[config.mk]
export PLATFORM = sky130hd
export DESIGN_NAME = vna_fifo
export DESIGN_NICKNAME = d
export VERILOG_FILES = /design/src/hdl/vna_pkg.sv /design/src/hdl/vna_fifo.sv
export SDC_FILE = /design/constraint.sdc
export NUM_CORES = 1
export LEC_CHECK = 0
export BUFFER_PORTS_ARGS = -buffer_cell sky130_fd_sc_hd__buf_2
export CELL_PAD_IN_SITES_DETAIL_PLACEMENT = 1
export CELL_PAD_IN_SITES_GLOBAL_PLACEMENT = 1
export CORE_ASPECT_RATIO = 0.6
export CORE_MARGIN = 1.5
export CORE_UTILIZATION = 54
export CTS_CLUSTER_DIAMETER = 50
export CTS_CLUSTER_SIZE = 12
export DETAILED_ROUTE_END_ITERATION = 16
export GPL_TIMING_DRIVEN = 0
export PLACE_DENSITY = 0.83
export SLEW_MARGIN = 20
export SYNTH_ARGS = -nofsm -noshare
export SYNTH_HDL_FRONTEND = slang
export SYNTH_SLANG_ARGS = --single-unit
[constraint.sdc]
create_clock -name clock -period 9.1 [get_ports clock]
set_clock_uncertainty 0.05 [all_clocks]
set_input_delay 1.82 -clock clock [delete_from_list [all_inputs] [get_ports clock]]
set_output_delay 1.82 -clock clock [all_outputs]
set_load 0.1 [all_outputs]
[src/hdl/vna_pkg.sv]
package vna_pkg;

   localparam int MAX_VERTICES = 1024;
   localparam int FRAC_BITS    = 12;

   localparam int ADDR_W     = $clog2(MAX_VERTICES);
   localparam int IDX_W      = 11;
   localparam int COORD_W    = 24;
   localparam int DIFF_W     = COORD_W + 1;
   localparam int PROD_W     = 2 * DIFF_W;
   localparam int CROSS_W    = PROD_W + 1;
   localparam int NRM_W      = CROSS_W - FRAC_BITS;
   localparam int ACC_W      = 48;
   localparam int SMAG_W     = 24;
   localparam int LEN2_W     = 2 * SMAG_W + 2;
   localparam int ROOT_W     = LEN2_W + 1;
   localparam int UNIT_SHIFT = 14;
   localparam int QUO_W      = UNIT_SHIFT + 1;
   localparam int REM_W      = SMAG_W + UNIT_SHIFT + 2;
   localparam int CNT_W      = $clog2(UNIT_SHIFT + 1);
   localparam int NORM_W     = 16;
   localparam int FIFO_DEPTH = 4;
   localparam int VTX_W      = 3 * COORD_W;
   localparam int ACCV_W     = 3 * ACC_W;

   localparam logic [1:0] KIND_CLEAR  = 2'd0;
   localparam logic [1:0] KIND_VERTEX = 2'd1;
   localparam logic [1:0] KIND_FACE   = 2'd2;
   localparam logic [1:0] KIND_QUERY  = 2'd3;

   localparam logic [1:0] ST_OK    = 2'd0;
   localparam logic [1:0] ST_RANGE = 2'd1;
   localparam logic [1:0] ST_ZERO  = 2'd2;

   localparam logic [2:0] CORNERS_TRI  = 3'd3;
   localparam logic [2:0] CORNERS_QUAD = 3'd4;

   typedef enum logic [2:0] {
      OP_PASS,
      OP_VERTEX,
      OP_TRI,
      OP_QUAD,
      OP_QUERY
   } op_type;

   typedef enum logic [3:0] {
      S_IDLE,
      S_VRD,
      S_MUL,
      S_ARD,
      S_AWR,
      S_QRD,
      S_QCAP,
      S_SHIFT,
      S_SQ,
      S_SQRT,
      S_DIVINIT,
      S_DIV,
      S_DONE
   } bstate_type;

   typedef struct packed {
      logic [1:0]                kind;
      logic [IDX_W-1:0]          index_a;
      logic [IDX_W-1:0]          index_b;
      logic [IDX_W-1:0]          index_c;
      logic [IDX_W-1:0]          index_d;
      logic [2:0]                corner_count;
      logic signed [COORD_W-1:0] pos_x;
      logic signed [COORD_W-1:0] pos_y;
      logic signed [COORD_W-1:0] pos_z;
   } req_type;

   typedef struct packed {
      logic signed [NORM_W-1:0] normal_x;
      logic signed [NORM_W-1:0] normal_y;
      logic signed [NORM_W-1:0] normal_z;
      logic [1:0]               status;
   } rsp_type;

   typedef struct packed {
      op_type                    op;
      logic [1:0]                status;
      logic [ADDR_W-1:0]         addr_a;
      logic [ADDR_W-1:0]         addr_b;
      logic [ADDR_W-1:0]         addr_c;
      logic [ADDR_W-1:0]         addr_d;
      logic signed [COORD_W-1:0] pos_x;
      logic signed [COORD_W-1:0] pos_y;
      logic signed [COORD_W-1:0] pos_z;
   } cmd_type;

   typedef struct packed {
      logic full;
      logic empty;
   } fifo_stat_type;

endpackage

[src/hdl/vna_fifo.sv]
module vna_fifo import vna_pkg::*; (
   input  logic          clock,
   input  logic          reset,
   input  logic          push,
   input  cmd_type       push_data,
   input  logic          pop,
   output cmd_type       head,
   output fifo_stat_type stat
);

   localparam int PTR_W = $clog2(FIFO_DEPTH);
   localparam int CNT_W = $clog2(FIFO_DEPTH + 1);

   cmd_type          mem_ff [FIFO_DEPTH];
   logic [PTR_W-1:0] wr_ptr_ff;
   logic [PTR_W-1:0] rd_ptr_ff;
   logic [CNT_W-1:0] count_ff;
   logic [PTR_W-1:0] wr_ptr_in;
   logic [PTR_W-1:0] rd_ptr_in;
   logic [CNT_W-1:0] count_in;

   assign stat.full  = (count_ff == CNT_W'(FIFO_DEPTH));
   assign stat.empty = (count_ff == '0);
   assign head       = mem_ff[rd_ptr_ff];

   always_comb begin
      wr_ptr_in = wr_ptr_ff;
      rd_ptr_in = rd_ptr_ff;
      count_in  = count_ff;
      if (push) begin
         wr_ptr_in = (wr_ptr_ff == PTR_W'(FIFO_DEPTH - 1)) ? '0 : wr_ptr_ff + 1'b1;
      end
      if (pop) begin
         rd_ptr_in = (rd_ptr_ff == PTR_W'(FIFO_DEPTH - 1)) ? '0 : rd_ptr_ff + 1'b1;
      end
      if (push && !pop) begin
         count_in = count_ff + 1'b1;
      end else if (pop && !push) begin
         count_in = count_ff - 1'b1;
      end
   end

   always_ff @(posedge clock) begin
      if (push) begin
         mem_ff[wr_ptr_ff] <= push_data;
      end
   end

   always_ff @(posedge clock) begin
      if (reset) begin
         wr_ptr_ff <= '0;
         rd_ptr_ff <= '0;
         count_ff  <= '0;
      end else begin
         wr_ptr_ff <= wr_ptr_in;
         rd_ptr_ff <= rd_ptr_in;
         count_ff  <= count_in;
      end
   end

   a_no_overflow: assert property (@(posedge clock) disable iff (reset)
      stat.full |-> !push)
      else $error("push into full queue");

   a_no_underflow: assert property (@(posedge clock) disable iff (reset)
      stat.empty |-> !pop)
      else $error("pop from empty queue");

   a_count_range: assert property (@(posedge clock) disable iff (reset)
      count_ff <= CNT_W'(FIFO_DEPTH))
      else $error("queue count out of range");

endmodule

# Word level (Yosys, flattened, before mapping)
# Memory sizes are Yosys's and may differ from the RTL's. A register that Yosys moved wholly into a read port is not among the register bits.
# Index checks and enable logic that the tools add are counted.
totals:
  regBits: 7
  ram_bits: 468
  input_bits: 121
  wordCells: 25
  n_memories: 1
op_classes:
  addsub: 4
  eq_ne: 3
  muxes: 8
  reduce_logical: 6
memory_table:
  columns: ["name", "depth", "width", "rd", "rd_clocked_by_memory_dff", "write_ports", "line_no", "source"]
  rows:
  - ["mem_ff", 4, 117, 1, 1, 1, "vna_fifo.sv:14", "cmd_type mem_ff [FIFO_DEPTH];"]
ops:
  columns: ["op", "count"]
  rows:
  - ["$mux 2", 4]
  - ["$mux 3", 2]
  - ["$add 2x1->2 const B", 2]
  - ["$eq 2x2->1 const B", 2]
  - ["$add 3x1->3 const B", 1]
  - ["$eq 3x3->1 const B", 1]
  - ["$logic_not 3->1", 1]
  - ["$sub 3x1->3 const B", 1]
  - ["$logic_and 1x1->1", 2]
  - ["$logic_not 1->1", 2]
  - ["$mux 1", 2]
  - ["$reduce_bool 2->1", 1]

# Logic depth before layout (Yosys ltp)
logic_depth:
  ltp_word: 4
  depth_mapped: 7
  mapped_depth_nobuf: 7

# Worst setup path before layout
# No wires, ideal clock.
synth_timing:
  path_type: "input to register"
  startpoint: "input push"
  endpoint: "memory mem_ff[0][0] (netlist name) (enable)"
  setup_time_ps: 489
  arrival_time_ps: 4508
  required_ps: 8561
  path_slack_ps: 4053
  stages: 1
  path_buffers: 0
  path_cell_list: "and2_1"
synth_via:
  elab_chain_len: 2
synth_lines:
  columns: ["element", "line_no", "source"]
  rows:
  - ["from (decl)", "vna_fifo.sv:4", "input logic push,"]
  - ["$mux 1", "vna_fifo.sv:44", "if (push) begin"]
  - ["$mux 1 (not written as such)", "vna_fifo.sv:45", "mem_ff[wr_ptr_ff] <= push_data;"]
  - ["to (decl)", "vna_fifo.sv:14", null]
# No other way between the ends.

==> flow_summary.yaml <==
die:
  fp.coreArea_mm2: 0.0313
  die_area_mm2: 0.0331
  ios: 240
  die_w_um: 234
  rows: 50
  die_h_um: 142
  start_util: 0.551
global_routing:
  grt_antenna_before_repair: 3
  grt_pass1_wl_mm: 54.7
  grt_use_total: 0.227
  gr-total-overflow: 0
  grt_max_degree: 50
  first_global_vias: 8658
sta:
  slew_violations: 0
  period_share: 0.483
  hold_viol: 0
  hold_ws_ps: 465
  setup_viol: 0
  max-slew-margin-rel: 0.513
  rsz0062_at_grt: "false"
  min_period_ps: 4400
  fin_tns_setup_ps: 0
  worst_pin_slew_ps: 730
  max_clock_freq_ghz: 0.227
pwr:
  p_sw_uw: 1510
  pwr-share-comb: 0.179
  clock_power_share: 0.326
  switching_share: 0.293
  p_leak_uw: 0.00690
  seqPwrFrac: 0.495
  power_density_mw_per_mm2: 251
  ir_drop_mv: 0.193
  p_int_uw: 3630
logic_synthesis:
  postSynth.asyncResetShare: 0
  synth_edf_count: 468
  synth_ff_type: "edfxtp_1"
  syn_area_mm2: 0.0173
  syn_inst: 655
  yosysMostFrequentCell: "edfxtp_1"
  ys_top_cells_by_count: "edfxtp_1, mux4_2, buf_2"
  syn-num-nets: 783
  ys_types: 19
  ys_seq_elements: 477
  synth_area_per_cell_um2: 26.4
  ys_seq_area_frac: 0.824
  ys_top_cells_by_area: "edfxtp_1, mux4_2, dfxtp_1"
  netlist.area_leader.share: 0.813
  netlist.top_cell.by_area: "edfxtp_1"
  ys_warn_count: 0
detailed_routing:
  first_pass_iters: 4
  ant_nets: 0
  via_per_inst: 5.76
  drc: 0
  wire_per_inst_um: 26.6
  vias: 7928
  wl_mm: 36.6
  drt_iter0_drc: 500
worst_setup_path:
  max_stage_delay_ps: 600
  rrSetupSlack_ps: 7140
  worstPathMaxFanout: 10
  cp_num_buf_inv: 3
  required_ps: 7230
  end_kind: "output port"
  reg2reg_depth: 3
  critPathLaunchType: "register"
  crit_chain: "buf_2 > clkbuf_1 > mux4_2 > buf_2"
  r2r-end: "mem_ff[3][8]$_DFFE_PP_"
  cp_num_cells: 4
  cpLargestDelayFamily: "buffers and inverters"
  crit_top_cell: "buf_2"
  path_class: "reg -> out"
  endpoint: "head[104]"
  r2r-start: "wr_ptr_ff[0]$_SDFFE_PP0P_"
  crit_path_top_delay_cell: "clkbuf_1"
  crit_arrival_ps: 2530
status:
  status: "finished clean"
placed_design:
  placed_cell_area_mm2: 0.0192
  hpwl_mm: 24.1
  io_buffers: 239
  gp_congestion: 0.691
clock_network:
  clkTransAtPathRegs_ps: 60
  cts_tree: "done"
  hold_buffers: 0
  cts.sinks: 477
  htreeDepth: 2
  cts_buffers: 46
  clock_latency_ps: 550
  ctsResizeCount: 0
  cts-root-buf: "clkbuf_16"
  cts.path.max_buffers: 3
  postCtsSetupBuffers: 0
final_layout:
  final_cell_area_mm2: 0.0205
  drive_gt1_frac: 0.456
  num-nets-final: 1078
  syn_to_final_growth_pct: 18.4
min_path:
  min_path_cells: 2
  min_path_type: "reg -> reg"
run:
  maxCapViolCount: 0
==> final cells by class <==
| cell class | instances | area, µm² |
|---|---|---|
| antenna | 1 | 2.50 |
| buffer | 26 | 155 |
| clock buffer | 54 | 1200 |
| clock inverter | 4 | 50.0 |
| fill | 2506 | 10900 |
| inverter | 4 | 15.0 |
| multi-input combinational | 148 | 2890 |
| sequential | 477 | 14200 |
| tap | 416 | 520 |
| timing repair buffer | 247 | 1400 |
==> registers in the layout, indices dropped and copies added (netlist names), named ones only <==
register   cells
count_ff       3
mem_ff       468
rd_ptr_ff      2
wr_ptr_ff      2
==> worst reg2reg max path, cell delays in order, from the launching register on <==
cell and delay [ps]:
dfxtp_1 400, ha_1 190, and2_4 600, buf_16 330
==> cells by family (layout without fill, tap and decap cells) <==
kind of cell / after synthesis / after routing / share of synthesized area
flip-flops: 477 / 477 / 0.824
adder cells (fa/ha/maj): 7 / 7 / 0.00550
multiplexers: 121 / 121 / 0.155
other: 0 / 1 / 0
XOR/XNOR: 2 / 2 / 0.00101
buffers and inverters: 30 / 335 / 0.00984
AO/OA/AOI/OAI: 3 / 3 / 0.000868
AND/OR/NAND/NOR: 15 / 15 / 0.00449
==> cell usage in the layout, fill, tap and decap left out, types with 2 or more instances in the layout <==
cell / synthesis / layout
buf_2: 13 / 252
xor2_1: 2 / 2
inv_1: 4 / 4
mux4_2: 117 / 117
buf_6: 5 / 5
nor2_1: 7 / 7
nor3b_1: 2 / 2
clkinv_8: 0 / 2
a21oi_1: 2 / 2
buf_12: 0 / 2
buf_16: 0 / 6
dfxtp_1: 9 / 9
mux2i_1: 4 / 4
clkbuf_16: 0 / 47
ha_1: 6 / 6
edfxtp_1: 468 / 468
clkbuf_1: 7 / 14
and2_4: 0 / 4
==> per-layer routing <==
| metal | up-vias | GRT usage | wire length, µm |
|---|---|---|---|
| met2 | 268 | 0.374 | 18500 |
| li1 | 3408 | - | - |
| met1 | 4198 | 0.308 | 14900 |
| met3 | 50 | 0.0605 | 2630 |
| met5 | - | 0 | 27 |
| met4 | 4 | 0.0536 | 510 |
==> how the worst min path moves through the flow <==
stage,to,start
3_3_place_gp,count_ff[2]$_SDFFE_PP0P_,count_ff[2]$_SDFFE_PP0P_
5_1_grt,count_ff[2]$_SDFFE_PP0P_,count_ff[2]$_SDFFE_PP0P_
6_report,count_ff[2]$_SDFFE_PP0P_,count_ff[2]$_SDFFE_PP0P_
2_1_floorplan,count_ff[2]$_SDFFE_PP0P_,count_ff[2]$_SDFFE_PP0P_
3_5_place_dp,count_ff[2]$_SDFFE_PP0P_,count_ff[2]$_SDFFE_PP0P_
4_1_cts,count_ff[2]$_SDFFE_PP0P_,count_ff[2]$_SDFFE_PP0P_
==> stage by stage <==
stage / worst slack, ps / utilization / total power (µW) / std cells
3_3_place_gp: 1910 / 0.606 / 3490 / 1310
5_1_grt: 4560 / 0.653 / 5280 / 1376
2_1_floorplan: 4050 / - / 3320 / 655
3_5_place_dp: 5220 / 0.613 / 3520 / 1318
6_report: 4700 / 0.653 / 5140 / 1377
4_1_cts: 4630 / 0.653 / 5190 / 1376
==> power groups by stage <==
stage / registers, µW / logic [µW] / clock network [µW]
final: 2540 / 918 / 1680
after global placement: 2600 / 893 / 0
after CTS: 2550 / 928 / 1720
after floorplan: 2590 / 734 / 0
after detailed placement: 2590 / 926 / 0
after global routing: 2550 / 950 / 1780
Power figures use the tool's default switching activity.
