==> src/hdl/vna_pkg.sv <==
package vna_pkg;

   localparam int MAX_VERTICES = 1024;
   localparam int FRAC_BITS    = 12;

   localparam int ADDR_W     = $clog2(MAX_VERTICES);
   localparam int IDX_W      = 11;
   localparam int COORD_W    = 24;
   localparam int DIFF_W     = COORD_W + 1;
   localparam int PROD_W     = 2 * DIFF_W;
   localparam int CROSS_W    = PROD_W + 1;
   localparam int NRM_W      = CROSS_W - FRAC_BITS;
   localparam int ACC_W      = 48;
   localparam int SMAG_W     = 24;
   localparam int LEN2_W     = 2 * SMAG_W + 2;
   localparam int ROOT_W     = LEN2_W + 1;
   localparam int UNIT_SHIFT = 14;
   localparam int QUO_W      = UNIT_SHIFT + 1;
   localparam int REM_W      = SMAG_W + UNIT_SHIFT + 2;
   localparam int CNT_W      = $clog2(UNIT_SHIFT + 1);
   localparam int NORM_W     = 16;
   localparam int FIFO_DEPTH = 4;
   localparam int VTX_W      = 3 * COORD_W;
   localparam int ACCV_W     = 3 * ACC_W;

   localparam logic [1:0] KIND_CLEAR  = 2'd0;
   localparam logic [1:0] KIND_VERTEX = 2'd1;
   localparam logic [1:0] KIND_FACE   = 2'd2;
   localparam logic [1:0] KIND_QUERY  = 2'd3;

   localparam logic [1:0] ST_OK    = 2'd0;
   localparam logic [1:0] ST_RANGE = 2'd1;
   localparam logic [1:0] ST_ZERO  = 2'd2;

   localparam logic [2:0] CORNERS_TRI  = 3'd3;
   localparam logic [2:0] CORNERS_QUAD = 3'd4;

   typedef enum logic [2:0] {
      OP_PASS,
      OP_VERTEX,
      OP_TRI,
      OP_QUAD,
      OP_QUERY
   } op_type;

   typedef enum logic [3:0] {
      S_IDLE,
      S_VRD,
      S_MUL,
      S_ARD,
      S_AWR,
      S_QRD,
      S_QCAP,
      S_SHIFT,
      S_SQ,
      S_SQRT,
      S_DIVINIT,
      S_DIV,
      S_DONE
   } bstate_type;

   typedef struct packed {
      logic [1:0]                kind;
      logic [IDX_W-1:0]          index_a;
      logic [IDX_W-1:0]          index_b;
      logic [IDX_W-1:0]          index_c;
      logic [IDX_W-1:0]          index_d;
      logic [2:0]                corner_count;
      logic signed [COORD_W-1:0] pos_x;
      logic signed [COORD_W-1:0] pos_y;
      logic signed [COORD_W-1:0] pos_z;
   } req_type;

   typedef struct packed {
      logic signed [NORM_W-1:0] normal_x;
      logic signed [NORM_W-1:0] normal_y;
      logic signed [NORM_W-1:0] normal_z;
      logic [1:0]               status;
   } rsp_type;

   typedef struct packed {
      op_type                    op;
      logic [1:0]                status;
      logic [ADDR_W-1:0]         addr_a;
      logic [ADDR_W-1:0]         addr_b;
      logic [ADDR_W-1:0]         addr_c;
      logic [ADDR_W-1:0]         addr_d;
      logic signed [COORD_W-1:0] pos_x;
      logic signed [COORD_W-1:0] pos_y;
      logic signed [COORD_W-1:0] pos_z;
   } cmd_type;

   typedef struct packed {
      logic full;
      logic empty;
   } fifo_stat_type;

endpackage

==> src/hdl/vna_front.sv <==
module vna_front import vna_pkg::*; (
   input  logic    clock,
   input  logic    reset,
   input  logic    req_valid,
   output logic    req_stall,
   input  req_type req_data,
   input  logic    fifo_full,
   output logic    push,
   output cmd_type push_data
);

   logic [IDX_W-1:0] count_ff;
   logic [IDX_W-1:0] count_in;
   logic             ok_a;
   logic             ok_b;
   logic             ok_c;
   logic             ok_d;
   logic             shape_ok;
   logic             is_quad;

   function automatic logic [ADDR_W-1:0] to_addr(input logic [IDX_W-1:0] i);
      logic [IDX_W-1:0] z;
      z = i - IDX_W'(1);
      return z[ADDR_W-1:0];
   endfunction

   assign req_stall = fifo_full;
   assign push      = req_valid && !fifo_full;

   assign ok_a     = (req_data.index_a != '0) && (req_data.index_a <= count_ff);
   assign ok_b     = (req_data.index_b != '0) && (req_data.index_b <= count_ff);
   assign ok_c     = (req_data.index_c != '0) && (req_data.index_c <= count_ff);
   assign ok_d     = (req_data.index_d != '0) && (req_data.index_d <= count_ff);
   assign is_quad  = (req_data.corner_count == CORNERS_QUAD);
   assign shape_ok = (req_data.corner_count == CORNERS_TRI) || is_quad;

   always_comb begin
      count_in         = count_ff;
      push_data.op     = OP_PASS;
      push_data.status = ST_OK;
      push_data.addr_a = to_addr(req_data.index_a);
      push_data.addr_b = to_addr(req_data.index_b);
      push_data.addr_c = to_addr(req_data.index_c);
      push_data.addr_d = to_addr(req_data.index_d);
      push_data.pos_x  = req_data.pos_x;
      push_data.pos_y  = req_data.pos_y;
      push_data.pos_z  = req_data.pos_z;
      case (req_data.kind)
         KIND_CLEAR: begin
            count_in = '0;
         end
         KIND_VERTEX: begin
            if (req_data.index_a == '0 || req_data.index_a > IDX_W'(MAX_VERTICES)) begin
               push_data.status = ST_RANGE;
            end else begin
               push_data.op = OP_VERTEX;
               if (req_data.index_a > count_ff) begin
                  count_in = req_data.index_a;
               end
            end
         end
         KIND_FACE: begin
            if (!shape_ok || !ok_a || !ok_b || !ok_c || (is_quad && !ok_d)) begin
               push_data.status = ST_RANGE;
            end else begin
               push_data.op = is_quad ? OP_QUAD : OP_TRI;
            end
         end
         default: begin
            if (!ok_a) begin
               push_data.status = ST_RANGE;
            end else begin
               push_data.op = OP_QUERY;
            end
         end
      endcase
   end

   always_ff @(posedge clock) begin
      if (reset) begin
         count_ff <= '0;
      end else if (push) begin
         count_ff <= count_in;
      end
   end

endmodule

==> config.mk <==
export PLATFORM = sky130hd
export DESIGN_NAME = vna_front
export DESIGN_NICKNAME = d
export VERILOG_FILES = /design/src/hdl/vna_pkg.sv /design/src/hdl/vna_front.sv
export SDC_FILE = /design/constraint.sdc
export NUM_CORES = 1
export LEC_CHECK = 0
export BUFFER_PORTS_ARGS = -buffer_cell sky130_fd_sc_hd__clkbuf_2
export CAP_MARGIN = 20
export CORE_AREA = 2 2 93 95
export CTS_CLUSTER_SIZE = 28
export DETAILED_ROUTE_END_ITERATION = 8
export DIE_AREA = 0 0 95 97
export PLACE_DENSITY = 0.72
export SLEW_MARGIN = 20
export SYNTH_ARGS = -nofsm -noshare
export SYNTH_HDL_FRONTEND = slang
export SYNTH_SLANG_ARGS = --single-unit
==> constraint.sdc <==
create_clock -name clock -period 7.7 [get_ports clock]
set_clock_uncertainty 0.15 [all_clocks]
set_input_delay 0 -clock clock [delete_from_list [all_inputs] [get_ports clock]]
set_output_delay 0 -clock clock [all_outputs]
set_load 0.05 [all_outputs]
* Yosys cells after proc, flatten, opt, wreduce, memory -nomap -nowiden
Index checks and enable logic that the tools add are counted.
Cells by class: $lt $le $gt $ge 6, reductions and logical operators 26, eq/ne operators 6, $add $sub $neg 4, muxes and demuxes 11
Operators with widths (number):
- <= comparator 11 bit | 4
- nonzero test 11 bit | 4
- subtractor 10 x 1 -> 10 bit (second input constant) | 4
- two-way mux 11 bit | 2
- case mux 11 bit (2 select lines) | 1
- case mux 5 bit (3 select lines) | 1
- greater-than comparator 11 bit | 1
- greater-than comparator 11 bit (second input constant) | 1
- logical NOT 11 bit | 1
- logical AND 1 bit | 6
- logical NOT 1 bit | 6
- logical OR 1 bit | 6
- two-way mux 1 bit | 5
- inequality test 2 bit (second input constant) | 2
- AND reduction 4 bit | 1
- == test 3 x 2 -> 1 bit (second input constant) | 1
- == test 3 bit (second input constant) | 1
- two-way mux 3 bit | 1
- == test 2 x 1 -> 1 bit (second input constant) | 1
- == test 2 bit (second input constant) | 1
- logical NOT 2 bit | 1
- two-way mux 2 bit | 1
- nonzero test 2 bit | 1
Word-level totals: flip-flop bits (word level) 11

* Depth between registers and ports, before layout
depth after elaboration 9, mapped depth 9

* Least setup slack after synthesis
Ideal clock, no wire load.
kind flip-flop to output port, from register count_ff[2], to output port push_data[114] in the netlist's numbering, cell stages (with the launch flop) 9, arrival time 2.972 ns, path slack 4.578 ns, path through dfxtp_1 -> inv_1 -> ha_1 -> a21oi_1 -> o21ai_1 -> a221oi_1 -> a21oi_1 -> or3_1 -> o31ai_1
RTL lines:
- start: declaration | RTL line vna_front.sv:12 | logic [IDX_W-1:0] count_ff;
- start signal: assignment | RTL line vna_front.sv:83 | count_ff <= count_in;
- end: declaration | RTL line vna_front.sv:9 | output cmd_type push_data

* Final worst setup path
from input port req_data[108] in the netlist's numbering, to register count_ff[1]
Between the ends: word-level cells in the longest chain between the ends 4, elaborated cells between the ends (all ways) 7, those cells by class order compare (2); eq/ne (2); reduce/logical (3)
Ends and longest elaborated chain:
- start: declaration | RTL line vna_front.sv:6 | input req_type req_data,
- greater-than comparator 11 bit / logical NOT 11 bit (equally long branches) | RTL line vna_front.sv:53 | if (req_data.index_a == '0 || req_data.index_a > IDX_W'(MAX_VERTICES)) begin
- logical OR 1 bit | RTL line vna_front.sv:53
- inequality test 2 bit (no line)
- AND reduction 4 bit (no line) (*)
Mark *: on every way between the ends. The rest lies on a longest branch, timed or not. A chain may end at the register's enable or synchronous reset.

==> metrics <==
outcome=completed; final critical delay including setup and external delays=about 3.3 ns; Setup Buffers After CTS=0; register with the highest flop count=count_ff; ranking of synthesized cells by area=ha_1 (22%), buf_4 (21%), dfxtp_1 (8.2%); number of failing setup endpoints in the final timing report=0; largest net degree at the start of global routing=12; via count=roughly 2800; Resize count post-CTS=0; transition time at the pin with the least slew margin=0.803 ns; Period Utilization, post-route=43.0%; Worst EP arrival=between 3 and 4 ns; overall die height=97 um; antenna-violating nets left=0; proportion of power drawn by the clock network=14.9%; dpl cells=470; synthesized area divided by synthesized cell count=7.81 um2; top achievable clock speed=0.302 GHz; Layout fillers=812; number of antenna violations at the first check in global routing=1; critical path cell sequence=dlygate4sd3_1 > clkbuf_2 > inv_1 > ha_1 > or4b_4 > or3_4 > xnor2_1 > or3b_2 > nor2b_1 > a22o_1; slowest stage cell, crit path=nor2b_1; number of nets at the end of the flow=626; Core ar.=0.00813 mm2; Main synth FF type=dfxtp_1; largest registers=count_ff x11; Slew HR=46.4%; global router's overall resource usage=16.6%; part of the total power dissipated in combinational logic=70.0%; CTS tree=built; total wire length=8.11 mm; share of synthesized flip-flops with an asynchronous set or reset=0%; P_leak=1.68 nW; horizontal extent of the die=95 um; total CTS buffers=3; fin worst setup slack=between 4 and 5 ns; fraction of layout cells with a size suffix above 1=23.7%; Max Cap Viol=0; Layout area overhead=34.7%; Hold Path Class=in -> reg; post-place setup slack=4.73 ns; post-synthesis cell type count=46; first-pass GRT wire length=12.4 mm; crit-path max FO=11; Yosys warning total=0; commonest cells after routing, fill and taps aside=clkbuf_2 (98), dlygate4sd3_1 (83), ha_1 (48); most common cell after layout, fill and taps aside=clkbuf_2; share of total power in sequential cells=approximately 15%; Critical Path End Type=flip-flop; die area=0.00922 mm2; count of TritonRoute iterations in the first routing pass=4; P per Cell Area=106 mW/mm2; number of rows in the core area=33; port bufs=98; startpoint-to-endpoint class of the critical path=in -> reg; syn nets=516; root buffer cell=clkbuf_8; hold buffer count at CTS=83; via count of the first global-routing pass=around 2700; startpoint types=input port; internal power=0.000169 W; Iter 0 DRT Violations=between 90 and 100; clk sinks=11; unrepaired setup endpoints after global routing=false; maximum single-stage delay on the critical path=approximately 0.64 ns; wire per inst=between 10 and 15 um; switching share of power=between 50% and 60%; clock-pin slew reported for the worst setup and hold paths after clock tree synthesis=0.05 ns; sequential cell area fraction in the yosys report=8.22%; critical path required time=roughly 7.7 ns; DRC violation count after routing=0; cell area after technology mapping=0.00268 mm2; I/O pin count=244; Peak supply drop=around 0.00005 V; maximum number of buffers from clock root to sink=2; deepest level of the CTS H-tree=1; total grt overflow=0; number of pins with negative max-slew slack in the final report=0; DP Wirelength=6.24 mm; Fin. Hold Viols=0; Post-Route Utilization=44.4%; non-filler instance count after layout=558; routability congestion estimate from global placement=0.885; number of flip-flops in the largest register=11; via density per instance=5.01; area share of the leading cell type in the synthesized netlist=~22%; starting density of the core=32.9%; reported net switching power=0.000214 W; most area-hungry cell type in the Yosys netlist=ha_1; number of enable flip-flop cells after synthesis=0; Worst-Skew Late Latency=0.24 ns; post-route setup TNS=0 ns; number of cells produced by synthesis=between 300 and 400; #FFs+latches synth=11
metal layers:
metal,global-route usage [%],vias up,routed length (um)
met5,0,-,0
met4,4.68,0,140
met3,2.80,13,543
met2,30.7,134,4260
met1,19.1,1278,3160
li1,-,1368,-
per-stage QoR:
stage / area (um2) / hold WS [ns] / power [W]
6_report: 3610 / 0.132 / 0.000384
5_1_grt: 3610 / 0.132 / 0.000404
4_1_cts: 3610 / 0.120 / 0.000385
3_5_place_dp: 2730 / -0.150 / 0.000221
3_3_place_gp: 2730 / -0.150 / 0.000218
2_1_floorplan: 2680 / -0.0245 / 0.000270
power by group through the flow:
stage | registers [W] | clock network [W] | logic (W)
floorplan | 0.0000589 | 0 | 0.000211
global placement | 0.0000590 | 0 | 0.000159
detailed placement | 0.0000590 | 0 | 0.000162
CTS | 0.0000579 | 0.0000576 | 0.000270
global route | 0.0000578 | 0.0000607 | 0.000285
finish | 0.0000579 | 0.0000573 | 0.000268
synthesized netlist by cell type (2+ instances only):
cell type / count
buf_4: 74
ha_1: 48
inv_1: 25
xor2_1: 22
nor2_1: 19
nor3_1: 18
a21oi_1: 17
nand2_1: 13
a22o_1: 11
dfxtp_1: 11
xnor2_1: 9
nand3_1: 6
nand4_1: 6
a211oi_1: 4
nand3b_1: 4
nor2b_1: 4
o21ai_0: 4
or3_1: 4
or4_1: 4
nand2b_1: 3
o21ai_1: 3
or3b_1: 3
a2111oi_0: 2
a211o_1: 2
a21o_1: 2
nor3b_1: 2
o2111ai_1: 2
o31ai_1: 2
or3b_2: 2
cells by family after synthesis:
family / Yosys count / synth area share [%]
buffers and inverters: 101 / 24.8
and+or+nand+nor: 95 / 19.7
AOI/OAI and AO/OA: 56 / 14.6
adders and majority gates: 48 / 22.4
xor gates and xnor gates: 31 / 10.1
DFF: 11 / 8.22
other: 1 / 0.140
critical path, delay by kind of cell:
family                     cells  cell delay (ns)
AOI/OAI and AO/OA              1             0.23
adders and majority gates      1             0.20
and+or+nand+nor                4             1.98
buffers and inverters          3             0.77
xor gates and xnor gates       1             0.14
path summary, 6_finish.rpt:
kind / cells after the start / from / to / slack [ns]
max: 10 / req_data[108] / count_ff[1]$_SDFFE_PP0P_ / 4.39
min: 3 / reset / count_ff[8]$_SDFFE_PP0P_ / 0.13
max reg2reg: 8 / count_ff[4]$_SDFFE_PP0P_ / count_ff[1]$_SDFFE_PP0P_ / 4.86
min reg2reg: 1 / count_ff[5]$_SDFFE_PP0P_ / count_ff[5]$_SDFFE_PP0P_ / 0.33
cell type report:
type / count / area, um2 / share of cell area [%]
Antenna cell: 1 / 2.50 / 0.0693
Inverter: 25 / 93.8 / 2.60
Clock buffer: 4 / 45.0 / 1.25
Tap cell: 105 / 131 / 3.64
Sequential cell: 11 / 220 / 6.10
Timing Repair Buffer: 181 / 1320 / 36.6
Multi-Input combinational cell: 231 / 1800 / 49.7
Power figures use the tool's default switching activity.
